## src/design/tsvg_pkg.sv

```systemverilog
// shared types, constants and fixed point helpers of the tube sweep vertex generator
package tsvg_pkg;

   localparam int MAX_RING_DEFAULT = 32;
   localparam int JOB_QUEUE_DEPTH  = 4;

   localparam logic [63:0] Q30_ONE     = 64'd1 << 30;
   localparam logic [63:0] HALF_PI_Q30 = 64'd1686629713;

   localparam logic signed [15:0] UNIT_NEG_ONE = -16'sd16384;

   typedef logic signed [23:0] coord_type;
   typedef logic signed [24:0] dir_type;
   typedef logic signed [15:0] unit_type;
   typedef logic signed [33:0] wide_type;

   // one ring to be built by the back end
   typedef struct packed {
      coord_type [2:0] pt;
      dir_type   [2:0] dir;
      logic            first;
      logic [15:0]     num;
      logic            final_ring;
   } job_type;

   typedef struct packed {
      logic            start;
      wide_type [2:0]  vec;
   } unit_req_type;

   typedef struct packed {
      logic            done;
      logic            zero;
      unit_type [2:0]  u;
   } unit_rsp_type;

   // shift right by 14 with rounding half away from zero
   function automatic logic signed [39:0] rnd14(input logic signed [39:0] x);
      logic [39:0] m;
      m = x[39] ? 40'(-x) : 40'(x);
      m = (m + 40'd8192) >> 14;
      return x[39] ? -$signed(m) : $signed(m);
   endfunction

   function automatic logic signed [15:0] sat16(input logic signed [39:0] x);
      if (x > 40'sd32767) return 16'sd32767;
      if (x < -40'sd32768) return -16'sd32768;
      return x[15:0];
   endfunction

   function automatic logic signed [23:0] sat24(input logic signed [39:0] x);
      if (x > 40'sd8388607) return 24'sd8388607;
      if (x < -40'sd8388608) return -24'sd8388608;
      return x[23:0];
   endfunction

endpackage

```

## src/design/tsvg_queue.sv

```systemverilog
// short job queue between the point front end and the ring back end
module tsvg_queue (
   input  logic              clock,
   input  logic              reset,
   input  logic              push,
   input  tsvg_pkg::job_type push_job,
   output logic              full,
   input  logic              pop,
   output tsvg_pkg::job_type pop_job,
   output logic              empty
);
   import tsvg_pkg::*;

   localparam int PW = (JOB_QUEUE_DEPTH > 1) ? $clog2(JOB_QUEUE_DEPTH) : 1;
   localparam int CW = $clog2(JOB_QUEUE_DEPTH + 1);

   job_type        entry_ff [JOB_QUEUE_DEPTH];
   logic [PW-1:0]  wr_ff;
   logic [PW-1:0]  rd_ff;
   logic [CW-1:0]  count_ff;

   assign full    = (count_ff == CW'(JOB_QUEUE_DEPTH));
   assign empty   = (count_ff == '0);
   assign pop_job = entry_ff[rd_ff];

   always_ff @(posedge clock) begin
      if (push && !full) begin
         entry_ff[wr_ff] <= push_job;
      end
   end

   always_ff @(posedge clock) begin
      if (reset) begin
         wr_ff    <= '0;
         rd_ff    <= '0;
         count_ff <= '0;
      end else begin
         if (push && !full) begin
            wr_ff <= (wr_ff == PW'(JOB_QUEUE_DEPTH - 1)) ? '0 : wr_ff + 1'b1;
         end
         if (pop && !empty) begin
            rd_ff <= (rd_ff == PW'(JOB_QUEUE_DEPTH - 1)) ? '0 : rd_ff + 1'b1;
         end
         case ({push && !full, pop && !empty})
            2'b10:   count_ff <= count_ff + 1'b1;
            2'b01:   count_ff <= count_ff - 1'b1;
            default: count_ff <= count_ff;
         endcase
      end
   end
endmodule

```

## config.mk

```make
export PLATFORM = sky130hd
export DESIGN_NAME = tsvg_queue
export DESIGN_NICKNAME = d
export VERILOG_FILES = /design/src/design/tsvg_pkg.sv /design/src/design/tsvg_queue.sv
export SDC_FILE = /design/constraint.sdc
export NUM_CORES = 1
export LEC_CHECK = 0
export BUFFER_PORTS_ARGS = -buffer_cell sky130_fd_sc_hd__buf_2
export CAP_MARGIN = 5
export CORE_UTILIZATION = 40
export DETAILED_ROUTE_END_ITERATION = 10
export PLACE_DENSITY = 0.63
export REMOVE_ABC_BUFFERS = 1
export SLEW_MARGIN = 25
export SYNTH_ARGS = -nofsm -noshare
export SYNTH_HDL_FRONTEND = slang
export SYNTH_SLANG_ARGS = --single-unit
```

## constraint.sdc

```tcl
create_clock -name clock -period 4.61 [get_ports clock]
set_input_delay 0.2305 -clock clock [delete_from_list [all_inputs] [get_ports clock]]
set_output_delay 0.2305 -clock clock [all_outputs]
set_load 0.005 [all_outputs]
```

* Word-level counts from Yosys, hierarchy flattened
Memories as Yosys holds them, arrays and structs flattened. A register that Yosys moved wholly into a read port is not among the register bits.
Index checks and enable logic that the tools add are counted.
** Word-level totals
- Register bits :: 7
- Input port bits :: 169
- Latch bits :: 0
- Memories kept :: 1
- Memory bits (writable) :: 660
- Memory bits (read-only) :: 0
- Output and inout port bits :: 167
- Word-level logic and storage cells :: 26
** Operators by class
- Multiplexer cells :: 7
- Reduce and logical (&&, ||, !) cells :: 6
- Shifts and indexed selects :: 0
- Bitwise gates (word level) :: 0
- Order comparisons :: 0
- Add/sub/neg operators :: 4
- Divide/modulo/power cells :: 0
- Multiply operators :: 0
- Eq/ne operators :: 5
** Memory list
- entry_ff :: depth 4, width 165, rd ports 1, clocked after Yosys merged registers in 1, wr ports 1, RTL line tsvg_queue.sv:17 : job_type entry_ff [JOB_QUEUE_DEPTH];
** Operator list (count)
- $mux W2 :: 4
- $eq A2 B2 Y1 const B :: 3
- $pmux W3 S2 :: 1
- $add A2 B1 Y2 const B :: 2
- $add A3 B1 Y3 const B :: 1
- $eq A3 B3 Y1 const B :: 1
- $logic_not A3 Y1 :: 1
- $sub A3 B1 Y3 const B :: 1
- $eq A2 B1 Y1 const B :: 1
- $logic_and A1 B1 Y1 :: 2
- $logic_not A1 Y1 :: 2
- $mux W1 :: 2
- $reduce_bool A2 Y1 :: 1

* Longest topological paths before layout
- Word-level depth :: 5
- Depth in mapped cells :: 10
- Mapped depth without buffers :: 9

* Worst setup path before layout
OpenSTA, ideal clock, no wires.
- Path type :: reg-to-reg
- Start :: register count_ff[0]
- End :: memory entry_ff[0][0] (netlist name), enable pin
- Required time :: 4064 ps
- Setup slack :: -373 ps
- Setup time :: 546 ps
- Clock period less this slack :: 4983 ps
- Cell stages (with the launch flop) :: 4
- Path buffers :: 1
- Data arrival time :: 4436 ps
- Cell sequence :: dfxtp_1 -> or3b_1 -> buf_6 -> and3_1
** On the way
- Word-level cells in the longest chain between the ends :: 5
** RTL lines
- from (decl) :: RTL line tsvg_queue.sv:20 : logic [CW-1:0] count_ff;
- from (signal assigned) :: RTL line tsvg_queue.sv:45 : 2'b10: count_ff <= count_ff + 1'b1;
- from (signal assigned) :: RTL line tsvg_queue.sv:46 : 2'b01: count_ff <= count_ff - 1'b1;
- from (signal assigned) :: RTL line tsvg_queue.sv:47 : default: count_ff <= count_ff;
- $eq A3 B3 Y1 :: RTL line tsvg_queue.sv:22 : assign full = (count_ff == CW'(JOB_QUEUE_DEPTH));
- $logic_not A1 Y1 :: RTL line tsvg_queue.sv:27 : if (push && !full) begin
- $logic_and A1 B1 Y1 :: RTL line tsvg_queue.sv:27
- $mux W1 :: RTL line tsvg_queue.sv:27
- $mux W1 (not written as such) :: RTL line tsvg_queue.sv:28 : entry_ff[wr_ff] <= push_job;
- to (decl) :: RTL line tsvg_queue.sv:17
No other way between the ends.

==> flow_metrics.env <==
export IMPL_dp_hpwl_mm=27.77
export IMPL_rsz0062_at_grt="false"
export IMPL_drtIter0Drc=596
export IMPL_synth_cells=916
export IMPL_finClkSkew_ns=0.01577
export IMPL_vias_per_cell=5.013
export IMPL_firstDrtPassIters=4
export IMPL_cpPeakStageDelay_ns=0.77
export IMPL_syn_area_um2=24440
export IMPL_drive_gt1_frac=0.4062
export IMPL_p_total_w=0.01594
export IMPL_async_flop_share=0
export IMPL_htreeDepth=3
export IMPL_critical_path_class="reg -> out"
export IMPL_grt_pass1_wl_mm=74.71
export IMPL_core_area_um2=60360
export IMPL_synthToLayoutAreaGrowth_pct=26.24
export IMPL_yosysWarnings=0
export IMPL_clk_latency_ns=0.60
export IMPL_synth_edff_count=660
export IMPL_grt_use_total=0.1600
export IMPL_setup_viol=0
export IMPL_initial_core_util=0.4050
export IMPL_crit_chain="buf_12 > mux4_2 > buf_2"
export IMPL_overflow=0
export IMPL_numCtsBuffers=72
export IMPL_maxCapViolCount=0
export IMPL_wire_per_inst_um=21.40
export IMPL_first_global_vias=12729
export IMPL_cts_root_buf="clkbuf_16"
export IMPL_wirelength_mm=49.41
export IMPL_die_h_um=249.2
export IMPL_clk_pin_slew_worst_paths_ns=0.06
export IMPL_row_count=90
export IMPL_timing_fmax_mhz=333.4
export IMPL_fillCellCount=4772
export IMPL_synthFlopType="edfxtp_1"
export IMPL_timing_reg2reg_setup_slack_ns=2.15
export IMPL_clock_sinks=669
export IMPL_ant_nets=0
export IMPL_slew_violations=0
export IMPL_ys_seq_area_frac=0.8181
export IMPL_post_route_period_util=0.6507
export IMPL_crit_family="flip-flops"
export IMPL_ir_drop_v=0.0003162
export IMPL_cts_tree="built"
export IMPL_arrival_ns=2.77
export IMPL_antenna_found_initial=7
export IMPL_synth_cell_types=27
export IMPL_clockBufferDepth=3
export IMPL_gp_congestion=0.7319
export IMPL_drc=0
export IMPL_required_ns=4.38
export IMPL_status="completed"
export IMPL_dieArea_um2=62100
export IMPL_slew_headroom=0.3692
export IMPL_io_buffers=335
export IMPL_dr_total_vias=11574
export IMPL_cts_setup_buffers=0
export IMPL_final_nets=1644
export IMPL_die_w_um=249.2
export IMPL_cp_max_fo=71
export IMPL_hp_class="in -> reg"
export IMPL_syn_avg_cell_area_um2=26.69
export IMPL_hold_viol_final=0
export IMPL_grt_max_degree=108
export IMPL_pin_count=336
export IMPL_ys_ff_latch=669
export IMPL_period_needed_ns=3.000
export IMPL_end_kind="output pin"
export IMPL_startpoint_type="flop"
export IMPL_power_density_nw_per_um2=516.7
export IMPL_final_util=0.5113
export IMPL_leakagePower_nw=10.37
export IMPL_cp_slowest_cell="dfxtp_4"
export IMPL_tightest_slew_ns=0.9462
export IMPL_cp_num_buf_inv=2
==> power breakdown <==
| group | internal (W) | switching (W) | total (W) |
|---|---|---|---|
| sequential | 0.00730 | 0.000198 | 0.00750 |
| clock | 0.00330 | 0.00224 | 0.00555 |
| combinational | 0.00149 | 0.00141 | 0.00290 |
| total | 0.0121 | 0.00385 | 0.0159 |
==> routing by layer <==
layer	global-route usage	share of wire	wire [um]	vias to the layer above
met3	0.05747	0.071	3495	85
li1	-	-	-	5092
met4	0.04550	0.020	989	8
met5	0	0.00089	44	-
met2	0.2662	0.50	24730	293
met1	0.1969	0.41	20150	6096
==> cell usage after synthesis, types with 2 or more instances <==
library cell | instances | area [um^2]
edfxtp_1 | 660 | 19820
mux4_2 | 165 | 3716
buf_2 | 15 | 75.07
buf_12 | 11 | 220.2
dfxtp_1 | 9 | 180.2
inv_1 | 8 | 30.03
buf_8 | 6 | 90.09
ha_1 | 6 | 75.07
a21oi_1 | 4 | 20.02
and3_1 | 4 | 25.02
clkbuf_1 | 4 | 15.01
nor2_1 | 4 | 15.01
buf_6 | 2 | 22.52
nand3_1 | 2 | 10.01
nor3_1 | 2 | 10.01
or3_1 | 2 | 12.51
xor2_1 | 2 | 17.52
==> cell families (layout without fill, tap and decap cells) <==
logic type               Yosys count  after routing  share of synthesized area
adder cells (fa/ha/maj)            7              7                   0.003890
AND/OR/NAND/NOR                   17             17                   0.003838
XOR/XNOR                           2              2                  0.0007167
buffers and inverters             47            655                    0.01884
multiplexers                     166            166                     0.1524
other                              0              3                          0
AO/OA/AOI/OAI                      8              8                   0.002150
flip-flops                       669            669                     0.8181
==> area by class of cell <==
cell class                      instances  area [um^2]  share of cell area
Antenna cell                            3        7.507           0.0002433
Clock buffer                           88         1926             0.06240
Clock inverter                         42        357.8             0.01160
Inverter                                8        30.03           0.0009731
Multi-Input combinational cell        200         4005              0.1298
Sequential cell                       669        20010              0.6483
Tap cell                              782        978.4             0.03171
Timing Repair Buffer                  517         3548              0.1150
==> registers in the layout (all words and copies together), names as in the netlist, named ones only <==
register and flops:
entry_ff 660, count_ff 3, rd_ff 2, wr_ff 2
==> what timing repair did <==
action / in CTS / in global routing
endpoints found under the hold margin: 669 / 0
gates resized for setup: 0 / 0
hold buffers: 167 / 0
==> per-stage QoR <==
stage                     instance area (um^2)  hold slack (ns)  instances  setup WS [ns]  setup TNS, ns
after floorplan                          24010           0.2996        877         -3.091        -776.23
after global placement                   26900           0.4406       2009          2.106              0
after detailed placement                 26900           0.4481       2009          2.116              0
after CTS                                30850          0.05192       2306          1.459              0
after global routing                     30860          0.09698       2308          1.375              0
final                                    30860          0.09964       2309          1.610              0
==> cells in the final DEF, fill, tap and decap left out, drive strengths merged, types with 2 or more instances in the layout <==
cell / Yosys / routed
o31ai: 2 / 2
buf: 35 / 350
diode: 0 / 3
xor2: 2 / 2
nand3: 2 / 2
dlygate4sd3: 0 / 167
a21oi: 4 / 4
nor2: 4 / 4
edfxtp: 660 / 660
clkbuf: 4 / 88
or3: 2 / 2
clkinvlp: 0 / 2
clkinv: 0 / 30
and3: 4 / 4
ha: 6 / 6
inv: 8 / 12
bufinv: 0 / 6
nor3: 2 / 2
dfxtp: 9 / 9
mux4: 165 / 165
==> worst min-delay path, stage by stage <==
cell	delay (ns)
buf_2	0.09
o31ai_1	0.13
nand2_1	0.10
a21oi_1	0.08
==> final timing paths <==
kind / from / to / depth (start not counted)
setup / recovery: flop / pop_job[5] / 3
hold / removal: pop / flop / 4
setup reg to reg: count_ff[2]$_SDFFE_PP0P_ / count_ff[2]$_SDFFE_PP0P_ / 9
hold reg to reg: rd_ff[0]$_SDFFE_PP0P_ / flop / 2
No activity file was read; power rests on OpenSTA's default activity.
